--- config.mk ---
export PLATFORM = sky130hd
export DESIGN_NAME = rssi_parent_table_select
export DESIGN_NICKNAME = d
export VERILOG_FILES = /design/src/sv/rpts_pkg.sv /design/src/sv/rpts_ctrl.sv /design/src/sv/rpts_datapath.sv /design/src/sv/rssi_parent_table_select.sv
export SDC_FILE = /design/constraint.sdc
export NUM_CORES = 1
export LEC_CHECK = 0
export ABC_AREA = 1
export ABC_CLOCK_PERIOD_IN_PS = 5700
export BUFFER_PORTS_ARGS = -buffer_cell sky130_fd_sc_hd__buf_2
export CORE_ASPECT_RATIO = 1.4
export CORE_MARGIN = 3
export CORE_UTILIZATION = 52
export DETAILED_ROUTE_END_ITERATION = 8
export PLACE_DENSITY = 0.69
export SLEW_MARGIN = 30
export SYNTH_ARGS = -nofsm -noshare
export SYNTH_HDL_FRONTEND = slang
export SYNTH_SLANG_ARGS = --single-unit
--- constraint.sdc ---
create_clock -name clock -period 5.7 [get_ports clock]
set_input_delay 0.57 -clock clock [delete_from_list [all_inputs] [get_ports clock]]
set_output_delay 0.57 -clock clock [all_outputs]
set_load 0.02 [all_outputs]
--- src/sv/rpts_pkg.sv ---
// ---------------------------------------------------------------------------
// Parent table select package
// Widths, codes and the types shared by the controller and the datapath.
// ---------------------------------------------------------------------------
`default_nettype none

package rpts_pkg;

   localparam int TABLE_ENTRIES_DEF = 8;
   localparam int ID_W              = 16;
   localparam int METRIC_W          = 16;
   localparam int RSSI_W            = 8;
   localparam int REQ_DATA_W        = 40;
   localparam int RSP_DATA_W        = 40;
   localparam int RSP_FIELDS_W      = 1 + ID_W + METRIC_W;

   localparam logic signed [METRIC_W-1:0] UNKNOWN_METRIC_RESET = 16'sh8000;
   localparam logic signed [METRIC_W-1:0] METRIC_MAX           = 16'sh7FFF;
   localparam logic signed [METRIC_W-1:0] METRIC_MIN           = 16'sh8000;

   localparam logic CSR_IS_ROOT        = 1'b0;
   localparam logic CSR_UNKNOWN_METRIC = 1'b1;

   typedef enum logic [1:0] {
      OUTCOME_UPDATED  = 2'd0,
      OUTCOME_INSERTED = 2'd1,
      OUTCOME_DROPPED  = 2'd2,
      OUTCOME_IGNORED  = 2'd3
   } outcome_type;

   typedef struct packed {
      logic [ID_W-1:0]            id;
      logic signed [METRIC_W-1:0] metric;
   } entry_type;

   typedef struct packed {
      logic load;
      logic scan;
      logic commit;
   } ctrl_cmd_type;

   typedef struct packed {
      logic scan_done;
   } dp_status_type;

endpackage

`default_nettype wire

--- src/sv/rpts_ctrl.sv ---
// ---------------------------------------------------------------------------
// Parent table select controller
// Sequences beacon capture, the table scan, the commit and the response.
// ---------------------------------------------------------------------------
`default_nettype none

module rpts_ctrl
   import rpts_pkg::*;
(
   input  wire logic          clock,
   input  wire logic          reset,
   input  wire logic          req_tvalid,
   output logic               req_tready,
   output logic               rsp_tvalid,
   input  wire logic          rsp_tready,
   output ctrl_cmd_type       cmd,
   input  wire dp_status_type status
);

   typedef enum logic [1:0] {
      ST_IDLE,
      ST_SCAN,
      ST_COMMIT
   } state_type;

   state_type state_ff;
   logic      rsp_valid_ff;
   logic      slot_free;

   assign slot_free  = !rsp_valid_ff || rsp_tready;
   assign req_tready = (state_ff == ST_IDLE);
   assign rsp_tvalid = rsp_valid_ff;

   assign cmd.load   = req_tready && req_tvalid;
   assign cmd.scan   = (state_ff == ST_SCAN);
   assign cmd.commit = (state_ff == ST_COMMIT) && slot_free;

   always_ff @(posedge clock) begin
      if (reset) begin
         state_ff     <= ST_IDLE;
         rsp_valid_ff <= 1'b0;
      end else begin
         if (rsp_valid_ff && rsp_tready) begin
            rsp_valid_ff <= 1'b0;
         end
         case (state_ff)
            ST_IDLE: begin
               if (req_tvalid) begin
                  state_ff <= ST_SCAN;
               end
            end
            ST_SCAN: begin
               if (status.scan_done) begin
                  state_ff <= ST_COMMIT;
               end
            end
            ST_COMMIT: begin
               if (slot_free) begin
                  rsp_valid_ff <= 1'b1;
                  state_ff     <= ST_IDLE;
               end
            end
            default: begin
               state_ff <= ST_IDLE;
            end
         endcase
      end
   end

endmodule

`default_nettype wire

--- src/sv/rpts_datapath.sv ---
// ---------------------------------------------------------------------------
// Parent table select datapath
// Holds the neighbour table memory, the scan pipeline, the selection and
// the response register.
// ---------------------------------------------------------------------------
`default_nettype none

module rpts_datapath
   import rpts_pkg::*;
#(
   parameter int TABLE_ENTRIES = TABLE_ENTRIES_DEF
) (
   input  wire logic                       clock,
   input  wire logic                       reset,
   input  wire logic                       csr_we,
   input  wire logic                       csr_addr,
   input  wire logic [METRIC_W-1:0]        csr_wdata,
   input  wire logic [ID_W-1:0]            neighbor_id,
   input  wire logic signed [METRIC_W-1:0] advertised_metric,
   input  wire logic signed [RSSI_W-1:0]   link_rssi,
   input  wire ctrl_cmd_type               cmd,
   output dp_status_type                   status,
   output outcome_type                     outcome,
   output logic                            parent_valid,
   output logic [ID_W-1:0]                 parent_id,
   output logic signed [METRIC_W-1:0]      own_metric
);

   localparam int CW   = $clog2(TABLE_ENTRIES + 1);
   localparam int IDXW = (TABLE_ENTRIES > 1) ? $clog2(TABLE_ENTRIES) : 1;

   entry_type mem [TABLE_ENTRIES];
   entry_type rd_entry_ff;

   logic                       is_root_ff;
   logic signed [METRIC_W-1:0] unknown_metric_ff;

   logic [ID_W-1:0]            id_ff;
   logic signed [METRIC_W-1:0] sum_ff;
   logic signed [METRIC_W:0]   sum_wide;
   logic signed [METRIC_W-1:0] sum_sat;

   logic [CW-1:0]              count_ff;
   logic [CW-1:0]              scan_idx_ff;
   logic                       pend_ff;
   logic [IDXW-1:0]            pend_idx_ff;
   logic                       issue;

   logic                       found_ff,  found_in;
   logic [IDXW-1:0]            match_ff,  match_in;
   logic                       best_v_ff, best_v_in;
   logic signed [METRIC_W-1:0] best_ff,   best_in;
   logic [ID_W-1:0]            best_id_ff, best_id_in;
   logic                       hit;
   logic signed [METRIC_W-1:0] cand;

   logic                       chosen_valid_ff, chosen_valid_in;
   logic [ID_W-1:0]            chosen_id_ff,    chosen_id_in;
   logic signed [METRIC_W-1:0] chosen_metric_ff, chosen_metric_in;
   outcome_type                outcome_in;
   logic                       wr_en;
   logic [IDXW-1:0]            wr_idx;
   logic signed [METRIC_W-1:0] own_in;

   outcome_type                outcome_ff;
   logic                       parent_valid_ff;
   logic [ID_W-1:0]            parent_id_ff;
   logic signed [METRIC_W-1:0] own_metric_ff;

   assign sum_wide = {advertised_metric[METRIC_W-1], advertised_metric}
                   + {{(METRIC_W + 1 - RSSI_W){link_rssi[RSSI_W-1]}}, link_rssi};

   always_comb begin
      if (sum_wide[METRIC_W] != sum_wide[METRIC_W-1]) begin
         sum_sat = sum_wide[METRIC_W] ? METRIC_MIN : METRIC_MAX;
      end else begin
         sum_sat = sum_wide[METRIC_W-1:0];
      end
   end

   assign issue            = cmd.scan && (scan_idx_ff < count_ff);
   assign status.scan_done = !issue && !pend_ff;

   // The entry being updated is judged by the new sum; all other entries
   // keep their stored metric.
   assign hit  = pend_ff && (rd_entry_ff.id == id_ff);
   assign cand = hit ? sum_ff : rd_entry_ff.metric;

   always_comb begin
      found_in   = found_ff;
      match_in   = match_ff;
      best_v_in  = best_v_ff;
      best_in    = best_ff;
      best_id_in = best_id_ff;
      if (cmd.load) begin
         found_in  = 1'b0;
         best_v_in = 1'b0;
      end else if (pend_ff) begin
         if (hit && !found_ff) begin
            found_in = 1'b1;
            match_in = pend_idx_ff;
         end
         if (!best_v_ff || (cand >= best_ff)) begin
            best_v_in  = 1'b1;
            best_in    = cand;
            best_id_in = rd_entry_ff.id;
         end
      end
   end

   always_comb begin
      chosen_valid_in  = chosen_valid_ff;
      chosen_id_in     = chosen_id_ff;
      chosen_metric_in = chosen_metric_ff;
      wr_en            = 1'b0;
      wr_idx           = match_ff;
      if (is_root_ff) begin
         outcome_in = OUTCOME_IGNORED;
      end else if (found_ff) begin
         outcome_in       = OUTCOME_UPDATED;
         wr_en            = 1'b1;
         chosen_valid_in  = 1'b1;
         chosen_id_in     = best_id_ff;
         chosen_metric_in = best_ff;
      end else if (count_ff < CW'(TABLE_ENTRIES)) begin
         outcome_in      = OUTCOME_INSERTED;
         wr_en           = 1'b1;
         wr_idx          = count_ff[IDXW-1:0];
         chosen_valid_in = 1'b1;
         if (!best_v_ff || (sum_ff >= best_ff)) begin
            chosen_id_in     = id_ff;
            chosen_metric_in = sum_ff;
         end else begin
            chosen_id_in     = best_id_ff;
            chosen_metric_in = best_ff;
         end
      end else begin
         outcome_in = OUTCOME_DROPPED;
      end

      if (is_root_ff) begin
         own_in = '0;
      end else if (chosen_valid_in) begin
         own_in = chosen_metric_in;
      end else begin
         own_in = unknown_metric_ff;
      end
   end

   always_ff @(posedge clock) begin
      if (issue) begin
         rd_entry_ff <= mem[scan_idx_ff[IDXW-1:0]];
      end
      if (cmd.commit && wr_en) begin
         mem[wr_idx] <= '{id: id_ff, metric: sum_ff};
      end
   end

   always_ff @(posedge clock) begin
      if (cmd.load) begin
         id_ff  <= neighbor_id;
         sum_ff <= sum_sat;
      end
      pend_idx_ff <= scan_idx_ff[IDXW-1:0];
      match_ff    <= match_in;
      best_ff     <= best_in;
      best_id_ff  <= best_id_in;
      if (cmd.commit) begin
         outcome_ff      <= outcome_in;
         parent_valid_ff <= chosen_valid_in;
         parent_id_ff    <= chosen_id_in;
         own_metric_ff   <= own_in;
      end
   end

   always_ff @(posedge clock) begin
      if (reset) begin
         is_root_ff        <= 1'b0;
         unknown_metric_ff <= UNKNOWN_METRIC_RESET;
         count_ff          <= '0;
         scan_idx_ff       <= '0;
         pend_ff           <= 1'b0;
         found_ff          <= 1'b0;
         best_v_ff         <= 1'b0;
         chosen_valid_ff   <= 1'b0;
         chosen_id_ff      <= '0;
         chosen_metric_ff  <= '0;
      end else begin
         if (csr_we) begin
            case (csr_addr)
               CSR_IS_ROOT:        is_root_ff        <= csr_wdata[0];
               CSR_UNKNOWN_METRIC: unknown_metric_ff <= csr_wdata;
               default:            is_root_ff        <= is_root_ff;
            endcase
         end
         found_ff  <= found_in;
         best_v_ff <= best_v_in;
         pend_ff   <= issue;
         if (cmd.load) begin
            scan_idx_ff <= '0;
         end else if (issue) begin
            scan_idx_ff <= scan_idx_ff + CW'(1);
         end
         if (cmd.commit) begin
            chosen_valid_ff  <= chosen_valid_in;
            chosen_id_ff     <= chosen_id_in;
            chosen_metric_ff <= chosen_metric_in;
            if (outcome_in == OUTCOME_INSERTED) begin
               count_ff <= count_ff + CW'(1);
            end
         end
      end
   end

   assign outcome      = outcome_ff;
   assign parent_valid = parent_valid_ff;
   assign parent_id    = parent_id_ff;
   assign own_metric   = own_metric_ff;

endmodule

`default_nettype wire

--- src/sv/rssi_parent_table_select.sv ---
// ---------------------------------------------------------------------------
// RSSI parent table select
// Keeps a table of candidate parents fed by received beacons and reports
// the preferred parent and the node's own metric after each beacon.
// ---------------------------------------------------------------------------
// Each beacon transfer produces exactly one response transfer. The table is
// scanned through its single read port: the reads of the stored entries are
// issued one after another, the last read is compared, the scan is seen to
// finish, and then the commit writes the response to the output register. The
// next beacon is taken after the commit, once the response has been written to
// the output register, even if it has not yet been taken. A response that is
// still waiting holds the commit of the following beacon.
`default_nettype none

module rssi_parent_table_select
   import rpts_pkg::*;
#(
   parameter int TABLE_ENTRIES = TABLE_ENTRIES_DEF
) (
   input  wire logic                  clock,
   input  wire logic                  reset,
   input  wire logic                  csr_we,
   input  wire logic                  csr_addr,
   input  wire logic [METRIC_W-1:0]   csr_wdata,
   input  wire logic                  req_tvalid,
   output logic                       req_tready,
   // neighbor_id [15:0], advertised_metric [31:16], link_rssi [39:32]
   input  wire logic [REQ_DATA_W-1:0] req_tdata,
   output logic                       rsp_tvalid,
   input  wire logic                  rsp_tready,
   // parent_valid [0], parent_id [16:1], own_metric [32:17], zero above
   output logic [RSP_DATA_W-1:0]      rsp_tdata,
   // outcome [1:0]
   output logic [1:0]                 rsp_tuser
);

   ctrl_cmd_type               cmd;
   dp_status_type              status;
   outcome_type                outcome;
   logic                       parent_valid;
   logic [ID_W-1:0]            parent_id;
   logic signed [METRIC_W-1:0] own_metric;

   rpts_ctrl u_ctrl (
      .clock      (clock),
      .reset      (reset),
      .req_tvalid (req_tvalid),
      .req_tready (req_tready),
      .rsp_tvalid (rsp_tvalid),
      .rsp_tready (rsp_tready),
      .cmd        (cmd),
      .status     (status)
   );

   rpts_datapath #(
      .TABLE_ENTRIES (TABLE_ENTRIES)
   ) u_datapath (
      .clock             (clock),
      .reset             (reset),
      .csr_we            (csr_we),
      .csr_addr          (csr_addr),
      .csr_wdata         (csr_wdata),
      .neighbor_id       (req_tdata[ID_W-1:0]),
      .advertised_metric (req_tdata[ID_W+METRIC_W-1:ID_W]),
      .link_rssi         (req_tdata[ID_W+METRIC_W+RSSI_W-1:ID_W+METRIC_W]),
      .cmd               (cmd),
      .status            (status),
      .outcome           (outcome),
      .parent_valid      (parent_valid),
      .parent_id         (parent_id),
      .own_metric        (own_metric)
   );

   assign rsp_tdata = {{(RSP_DATA_W - RSP_FIELDS_W){1'b0}}, own_metric, parent_id,
                       parent_valid};
   assign rsp_tuser = outcome;

endmodule

`default_nettype wire

==> flow_results.org, run 1 <==
** Status
- The run finished with clean final reports.

** Floorplan
- The die covers between 40000 and 50000 um2.
- Chip Width :: about 170 um
- Initial Utilization :: 0.5276
- Std-Cell Core Area :: approximately 38000 um2
- In this run the core area contains 85 standard-cell rows.
- Die Y :: ~240 um
- 106 I/O pins were placed.

** Synthesis
- Among all flip-flop cells after synthesis, the most frequent one is sky130_fd_sc_hd__edfxtp_1.
- YS warnings :: 0
- Instance count of the mapped netlist :: roughly 2000
- Fraction of registers with async set/reset :: 0
- Cell Area, Synth :: slightly above 20000 um2
- Counting flops with a built-in enable in the synthesized netlist gives 390.
- Count of unique library cells instantiated by Yosys :: 43
- Number of storage elements in the synthesis netlist :: 457
- In this run the mean area of a mapped cell was just over 10 um2.
- Sequential element share of the synthesized area :: 0.6426

** Routing
- Average detailed-routed wire length per instance :: ~18 um
- Detailed Route WL :: roughly 46000 um
- Violation count after the first detailed-route iteration :: 1421
- Length of the first detailed-routing pass in iterations :: 5
- The final route contains around 14000 vias.
- Via-to-Cell Ratio :: 5.563
- For this run, design rule violations remaining after detail routing come to 0.
- ANT nets after route :: 0

** Worst setup path
- Arrival @ worst endpoint :: 4.23 ns
- Worst reg2reg endpoint :: u_datapath.best_id_ff[11]
- R2R setup slack :: between 1.5 and 2 ns
- Type of element capturing the critical path :: register
- Delay of the slowest cell on the worst path :: ~0.52 ns
- Walking the worst path, the cells encountered are inv_1 -> nor2_1 -> nor4_1 -> nand4_1 -> nor3_1 -> nand3_1 -> buf_4 -> nand2_1 -> o21ai_0 -> ha_1 -> inv_1 -> nor2_1 -> nor2_1 -> o21a_1 -> o211ai_1 -> nand2_1 -> o2111ai_1 -> nand2_1 -> a21oi_4 -> buf_4.
- In this run the worst path has a maximum fanout of 33.
- R2r startpoint :: u_datapath.id_ff[3]
- Setup Crit Path Kind :: reg2reg
- Cell with the largest stage delay on the worst path :: sky130_fd_sc_hd__edfxtp_1
- Critical Path Source Type :: register
- STA puts the critical path data required time at around 6 ns.
- Worst reg2reg path depth :: 20

** Clock network
- Post-CTS setup buffer count :: 0
- For this design, the CTS-stage hold fixing added 0 buffers.
- The tree is rooted in a sky130_fd_sc_hd__clkbuf_16.
- Clock buffers created by TritonCTS :: 42
- TritonCTS clock tree :: built
- The later pin in the worst-skew pair is clocked with a latency of about 0.55 ns.
- The clock drives 457 sinks.
- After clock tree synthesis, the clock-pin slew on the worst setup and hold paths is 0.06 ns.
- Bufs on Longest Clock Path :: 3
- The H-tree was split into 2 levels.
- After clock tree synthesis, the repair step resized 0 gates.

** Place
- Half-perimeter wire length after detailed placement :: approximately 29000 um
- Port buffering added between 90 and 100 buffers.
- Number of cells after detailed placement :: 2511
- At the end of routability-driven placement, the weighted congestion stood at ~0.88.

** Timing
- Dividing the final minimum period by the clock period gives 0.7054.
- Headroom to the max-slew limit :: 0.3572
- Fin Clk Skew :: roughly 0.019 ns
- After routing, the total negative slack on setup checks comes to 0 ns.
- Final hold vios :: 0
- Setup repair after global routing missed its margin :: false
- Setup violations remaining at the end of the flow were counted as 0.
- Transition time of the tightest slew-check pin :: approximately 0.96 ns
- Time the worst path needs with I/O delays and setup :: about 4 ns
- Timing would allow up to 0.2487 GHz.
- The final number of max-transition violations is 0.

** Hold path
- Along the worst hold path, the cell count comes to 1.
- Startpoint of the lowest-slack hold path :: req_tdata[2]
- Hold endpoint :: u_datapath.id_ff[2]
- Worst hold-check path type :: in2reg

** Global routing
- Wire length of the first global-routing pass :: roughly 72000 um
- Vias in the first global route :: roughly 14000
- Global routing finished with a remaining overflow of 0.
- Across every metal layer, demand over resource in global routing totals 0.2157.
- Maximum number of pins on one net before global-route repair :: 100
- The number of antenna violations at the first check in global routing came to 0.

** Power
- Cell area power density :: approximately 310 nW/um2
- The completed layout was analyzed and its total power is 7.097 mW.
- IR analysis of the VDD net gives a maximum drop of 0.1642 mV.
- In this run the static leakage power is 8.776 nW.

** Layout
- The net count of the finished layout is between 2000 and 2500.
- The layout has between 3000 and 4000 filler cells.
- Signed area change from the synthesized netlist to the final layout :: 12.41%
- Fraction of final layout cells sized beyond drive strength 1 :: 0.1109
- The number of antenna diodes in the final layout is 0.
- Once layout is complete, the cells apart from fillers number about 2600.

** Job
- Max cap viols :: 0
==> cells in the mapped netlist (11+ instances only) <==
cell                       instances  area [um2]
sky130_fd_sc_hd__a21oi_1          90       450.4
sky130_fd_sc_hd__a31oi_1          33       206.5
sky130_fd_sc_hd__clkbuf_1         83       311.6
sky130_fd_sc_hd__dfxtp_1          67        1341
sky130_fd_sc_hd__edfxtp_1        390       11710
sky130_fd_sc_hd__ha_1             53       663.1
sky130_fd_sc_hd__inv_1           181       679.4
sky130_fd_sc_hd__nand2_1         256       960.9
sky130_fd_sc_hd__nand3_1          47       235.2
sky130_fd_sc_hd__nand4_1          41       256.5
sky130_fd_sc_hd__nor2_1          337        1265
sky130_fd_sc_hd__o21ai_0         224        1121
sky130_fd_sc_hd__o22ai_1          65       406.6
sky130_fd_sc_hd__xor2_1           11       96.34
==> final cells by class <==
cell class,count,area [um2],area share
Timing Repair Buffer,129,874.6,0.03830
Tap cell,522,653.1,0.02860
Sequential cell,457,13060,0.5721
Inverter,183,686.9,0.03008
Multi-Input combinational cell,1220,6220,0.2724
Clock buffer,53,1145,0.05014
Clock inverter,23,191.4,0.008384
==> sequential cells by signal (all words and copies together), names as in the netlist, 2 cells and up <==
register / cells
u_datapath.outcome: 2
u_datapath.mem: 256
u_datapath.sum_ff: 16
u_datapath.parent_id: 16
u_datapath.id_ff: 16
u_datapath.chosen_metric_ff: 16
u_datapath.chosen_id_ff: 16
u_datapath.count_ff: 4
u_datapath.unknown_metric_ff: 16
u_datapath.scan_idx_ff: 4
u_datapath.match_ff: 3
u_datapath.best_id_ff: 16
u_datapath.pend_idx_ff: 3
u_datapath.rd_entry_ff: 32
u_datapath.own_metric: 16
u_ctrl.state_ff: 2
u_datapath.best_ff: 16
==> per-stage QoR <==
stage | util | setup WS, ns | hold slack [ns] | instance area, um2
floorplan | - | 1.152 | 0.3799 | 20340
global placement | 0.5528 | 1.843 | 0.3882 | 21280
detailed placement | 0.5583 | 1.743 | 0.3896 | 21490
CTS | 0.5930 | 1.701 | 0.1721 | 22830
global route | 0.5931 | 1.355 | 0.1787 | 22830
finish | 0.5931 | 1.679 | 0.1885 | 22830
==> how the worst max path moves through the flow <==
stage | from | end | cells after the start
final | u_datapath.id_ff[3] | u_datapath.best_id_ff[11] | 20
after global placement | u_datapath.id_ff[3] | u_datapath.best_id_ff[2] | 20
after detailed placement | u_datapath.id_ff[3] | u_datapath.best_id_ff[1] | 20
after floorplan | u_datapath.id_ff[3] | u_datapath.best_ff[0] | 19
after global routing | u_datapath.id_ff[3] | u_datapath.best_ff[14] | 20
after CTS | u_datapath.id_ff[3] | u_datapath.best_ff[14] | 20
==> layout by cell type, fill, tap and decap left out, types with 3 or more instances in the layout <==
cell type / count
sky130_fd_sc_hd__nand3_2: 5
sky130_fd_sc_hd__nand2_1: 256
sky130_fd_sc_hd__xor2_1: 11
sky130_fd_sc_hd__clkbuf_1: 8
sky130_fd_sc_hd__nor3_1: 7
sky130_fd_sc_hd__bufinv_16: 3
sky130_fd_sc_hd__dfxtp_1: 64
sky130_fd_sc_hd__buf_16: 7
sky130_fd_sc_hd__nand4_1: 41
sky130_fd_sc_hd__o22ai_1: 65
sky130_fd_sc_hd__nor4_1: 6
sky130_fd_sc_hd__or2_2: 7
sky130_fd_sc_hd__nor2_4: 10
sky130_fd_sc_hd__nand3_1: 47
sky130_fd_sc_hd__dfxtp_4: 3
sky130_fd_sc_hd__xnor2_1: 5
sky130_fd_sc_hd__buf_2: 98
sky130_fd_sc_hd__o21ai_0: 224
sky130_fd_sc_hd__inv_1: 177
sky130_fd_sc_hd__a31oi_1: 33
sky130_fd_sc_hd__conb_1: 7
sky130_fd_sc_hd__clkinv_1: 11
sky130_fd_sc_hd__buf_4: 22
sky130_fd_sc_hd__edfxtp_1: 390
sky130_fd_sc_hd__a21oi_1: 89
sky130_fd_sc_hd__clkbuf_16: 44
sky130_fd_sc_hd__nor2_1: 325
sky130_fd_sc_hd__ha_1: 53
sky130_fd_sc_hd__clkinv_2: 10
==> where the power goes <==
part / total, mW / internal [mW] / switching [mW]
logic: 0.509 / 0.172 / 0.337
clock network: 2.75 / 1.56 / 1.18
registers: 3.84 / 3.74 / 0.0998
==> worst max-delay path: cells and delay by family, from the launching register on <==
| kind | cells | cell delay [ns] |
|---|---|---|
| AOI/OAI and AO/OA | 5 | 0.82 |
| adders and majority gates | 1 | 0.33 |
| buffers and inverters | 4 | 0.82 |
| DFF | 1 | 0.52 |
| and+or+nand+nor | 10 | 1.14 |
==> cells by family after synthesis <==
kind of cell,share of synthesized area
adders and majority gates,0.03363
buffers and inverters,0.05685
xor gates and xnor gates,0.006898
AOI/OAI and AO/OA,0.1158
and+or+nand+nor,0.1441
other,0.0001846
DFF,0.6426
==> metal layers <==
layer,global-route usage,routed length [um],vias up
li1,-,-,6947
met1,0.2950,19780,6851
met2,0.3637,21700,523
met3,0.02607,3073,70
met4,0.06958,1082,0
met5,0,0,-
Power figures use the tool's default switching activity.
==> inputs of run 2 (changes only) <==
Settings changed: ABC_CLOCK_PERIOD_IN_PS 5700 to 3900.
Clock period 5.7 ns to 3.9 ns, I/O delays scaled along.
==> run 2 against run 1 <==
  * Flip-flop and latch count is the same
  * Setup slack lost 1.4 ns
  * First-iteration DRC count shrank 5.6%
  * Sequential power grew 46%
  * Combinational power grew 50%
  * Critical endpoint is now u_datapath.best_id_ff[7]
  * Clock skew grew 0.0049 ns
  * Largest cell class unchanged
  * Sequential share of layout area grew 0.060 points
==> flow_results.org, run 2 (synthesis results as in run 1) <==
** Status
- Status :: completed

** Floorplan
- The site row count is 85 (unchanged).
- Die Y :: 239.9 um (unchanged)
- Initial Utilization :: 0.5276 (unchanged)
- The width of the die came to 173.0 um (unchanged).
- The die area was 41500 um2 (unchanged).
- The top-level port count is 106 (unchanged).
- Std-Cell Core Area :: 38500 um2 (unchanged)

** Clock network
- The depth of the CTS H-tree came to 2 (unchanged).
- Resized cells post-CTS :: 0 (unchanged)
- TritonCTS clock tree :: built
- Clock buffers created by TritonCTS :: 42 (unchanged)
- The total clock sinks came to 457 (unchanged).
- Clk slew on worst S/H paths :: 0.06 ns (about the same)
- Root buffer selected by CTS :: sky130_fd_sc_hd__clkbuf_16
- Clk Latency, worst-skew pair :: 0.56 ns (about the same)
- The maximum buffer depth of the clock tree is 3 (unchanged).

** Routing
- Via-to-Cell Ratio :: 5.526 (-0.67%)
- Via count :: 14350 (-0.28%)
- The met3 routed wirelength came to 2971 um (-3.3%).
- Violation count after the first detailed-route iteration :: 1342 (-5.6%)
- ANT nets after route :: 0 (unchanged)
- Top layer reached by signal wires :: met4
- The total detailed-routing wirelength came to 45390 um (-0.53%).
- Length of the first detailed-routing pass in iterations :: 5 (unchanged)
- The wire length the detailed router placed on met1 came to 20210 um (+2.2%).
- Average detailed-routed wire length per instance :: 17.48 um (-0.92%)
- Met2 layer wire length in the routed design :: 21250 um (-2.1%)
- The post-route DRC violation count is 0 (unchanged).

** Power
- Leakage power total :: 8.780 nW (about the same)
- Maximum vdd ir drop :: 0.3030 mV (+85%)
- Power after layout :: 10.36 mW (+46%)
- The power per cell area is 454.4 nW/um2 (+46%).

** Hold path
- The tightest min-delay check is of the in2reg type.

** Global routing
- Wire length of the first global-routing pass :: 72160 um (-0.26%)
- Maximum number of pins on one net before global-route repair :: 100 (unchanged)
- The number of antenna violations at the first check in global routing was 0 (unchanged).
- The total congestion overflow after global routing came to 0 (unchanged).
- Overall track demand over capacity in global routing :: 0.2163 (+0.0005858)
- Vias in the first global route :: 13400 (-3.4%)

** Worst setup path
- R2R setup slack :: 0.28 ns (-1.40 ns)
- Worst reg2reg endpoint :: u_datapath.best_id_ff[7]
- The peak fanout along the critical path came to 33 (unchanged).
- Critical Path Start :: u_datapath.id_ff[3]
- Following the worst setup path forward leads to its endpoint at u_datapath.best_id_ff[7].
- Arrival @ worst endpoint :: 3.88 ns (-0.35 ns)
- Setup Crit Path Kind :: reg2reg
- STA classifies the critical path startpoint as a register.
- R2r startpoint :: u_datapath.id_ff[3]
- The required time of the critical path was 4.15 ns (-1.76 ns).
- Worst reg2reg path depth :: 20 (unchanged)
- Type of element capturing the critical path :: register

** Timing
- The slew of the pin with the lowest slew margin came to 0.8651 ns (-0.09911 ns).
- The highest attainable clock frequency came to 0.2760 GHz (+11%).
- The normalized max-slew margin is 0.4219 (+0.06468).
- The sum of negative setup slack was 0 ns (unchanged).
- The setup violation total in the final timing report came to 0 (unchanged).
- The final number of max-transition violations was 0 (unchanged).
- Tcrit/Tclk final :: 0.9290 (+0.2236)
- Setup repair after global routing missed its margin :: false
- The final count of hold timing violations came to 0 (unchanged).
- Time the worst path needs with I/O delays and setup :: 3.623 ns (-0.3977 ns)
- The worst setup skew after layout was 0.02395 ns (+0.004870 ns).

** Layout
- The flip-flop count of the largest register after layout was 256 (unchanged).
- The total of fill cells in the finished design is 3153 (+1.9%).
- The final core utilization came to 0.5923 (-0.0008450).
- From synthesis to final layout, the design area changed by 12.25%.
- u_datapath.mem holds more flip-flops than any other register.
- The design area was 22800 um2 (-0.14%).
- Number of diodes :: 0 (unchanged)
- The largest registers in the layout are u_datapath.mem: 256 flops, u_datapath.rd_entry_ff: 32 flops.
- Number of cells in the finished layout apart from fillers :: 2597 (+0.39%)
- Most common library cell in the layout ignoring fill and taps :: sky130_fd_sc_hd__edfxtp_1
- # nets final :: 2160 (+0.51%)
- Commonest cells after routing, fill and taps aside :: sky130_fd_sc_hd__edfxtp_1, sky130_fd_sc_hd__nor2_1, sky130_fd_sc_hd__nand2_1
- The proportion of layout cells with a drive suffix above 1 is 0.1142 (+0.003321).

** Place
- Number of cells after detailed placement :: 2513 (+0.080%)
- Global placer's final weighted congestion :: 0.8831 (+0.91%)
- The quantity of I/O buffers inserted on ports came to 98 (unchanged).
- The total half-perimeter wirelength after legalization and detailed placement is 27940 um (-3.3%).
- Cell area after placement :: 21380 um2 (-0.52%)

** Job
- Max cap viols :: 0 (unchanged)
## run 2: cell types whose count changed in the layout (fill, tap and decap cells not counted), sizes merged
cell / before / now
dlygate4sd3: 0 / 6
clkinv: 21 / 17
buf: 129 / 134
bufinv: 3 / 2
inv: 181 / 184
clkinvlp: 1 / 2
## run 2: worst max-delay path: stages, from the launching register on
cell                        delay, ns
sky130_fd_sc_hd__edfxtp_1        0.49
sky130_fd_sc_hd__inv_1           0.11
sky130_fd_sc_hd__nor2_1          0.06
sky130_fd_sc_hd__nor4_1          0.29
sky130_fd_sc_hd__nand4_1         0.12
sky130_fd_sc_hd__nor3_1          0.14
sky130_fd_sc_hd__nand3_1         0.15
sky130_fd_sc_hd__buf_12          0.20
sky130_fd_sc_hd__nand2_1         0.07
sky130_fd_sc_hd__o21ai_0         0.12
sky130_fd_sc_hd__ha_1            0.32
sky130_fd_sc_hd__inv_1           0.05
sky130_fd_sc_hd__nor2_1          0.08
sky130_fd_sc_hd__nor2_1          0.05
sky130_fd_sc_hd__o21a_1          0.16
sky130_fd_sc_hd__o211ai_1        0.17
sky130_fd_sc_hd__nand2_1         0.08
sky130_fd_sc_hd__o2111ai_1       0.07
sky130_fd_sc_hd__nand2_1         0.11
sky130_fd_sc_hd__a21oi_4         0.25
sky130_fd_sc_hd__buf_12          0.22
## run 2: area by class of cell
class / count / area [um2] / share of cell area
repair buffers: 140 / 849.6 / 0.03726
multi-input cells: 1220 / 6220 / 0.2728
flip-flops and latches: 457 / 13060 / 0.5727
clock buffers: 53 / 1145 / 0.05021
inverters: 183 / 686.9 / 0.03013
well taps: 522 / 653.1 / 0.02864
clock inverters: 22 / 188.9 / 0.008286
## run 2: how the worst min path moves through the flow
stage | cells past startpoint | slack, ns | from | end
floorplan | 0 | 0.38 | u_datapath.scan_idx_ff[2] | u_datapath.pend_idx_ff[2]
global placement | 0 | 0.39 | u_datapath.pend_idx_ff[0] | u_datapath.match_ff[0]
finish | 1 | 0.02 | req_tdata[6] | u_datapath.id_ff[6]
CTS | 1 | 0.004 | req_tdata[6] | u_datapath.id_ff[6]
global route | 1 | 0.0003 | req_tdata[6] | u_datapath.id_ff[6]
detailed placement | 0 | 0.40 | u_datapath.pend_idx_ff[2] | u_datapath.match_ff[2]
## run 2: what timing repair did
action / CTS / global route
endpoints found under the setup margin: 0 / 24
hold endpoints to repair: 6 / 0
hold buffers: 6 / 0
setup buffers: 0 / 3
## run 2: where the power goes
part	leakage (nW)	switching (mW)	internal (mW)
logic	4.06	0.505	0.256
registers	4.07	0.127	5.47
clock network	0.657	1.77	2.23
total	8.78	2.40	7.96
## run 2: stage by stage
| step | hold slack, ns | setup WS, ns |
|---|---|---|
| 2_1_floorplan | 0.3799 | 0.3432 |
| 3_3_place_gp | 0.3857 | 0.3191 |
| 3_5_place_dp | 0.3952 | 0.2500 |
| 4_1_cts | 0.003858 | 0.2370 |
| 5_1_grt | 0.0002554 | 0.006577 |
| 6_report | 0.02302 | 0.2769 |
## run 2: per-layer routing
metal / global-route usage / up-vias
met4: 0.06516 / 0
met2: 0.3504 / 484
li1: - / 6956
met5: 0 / -
met3: 0.03128 / 70
met1: 0.3073 / 6840
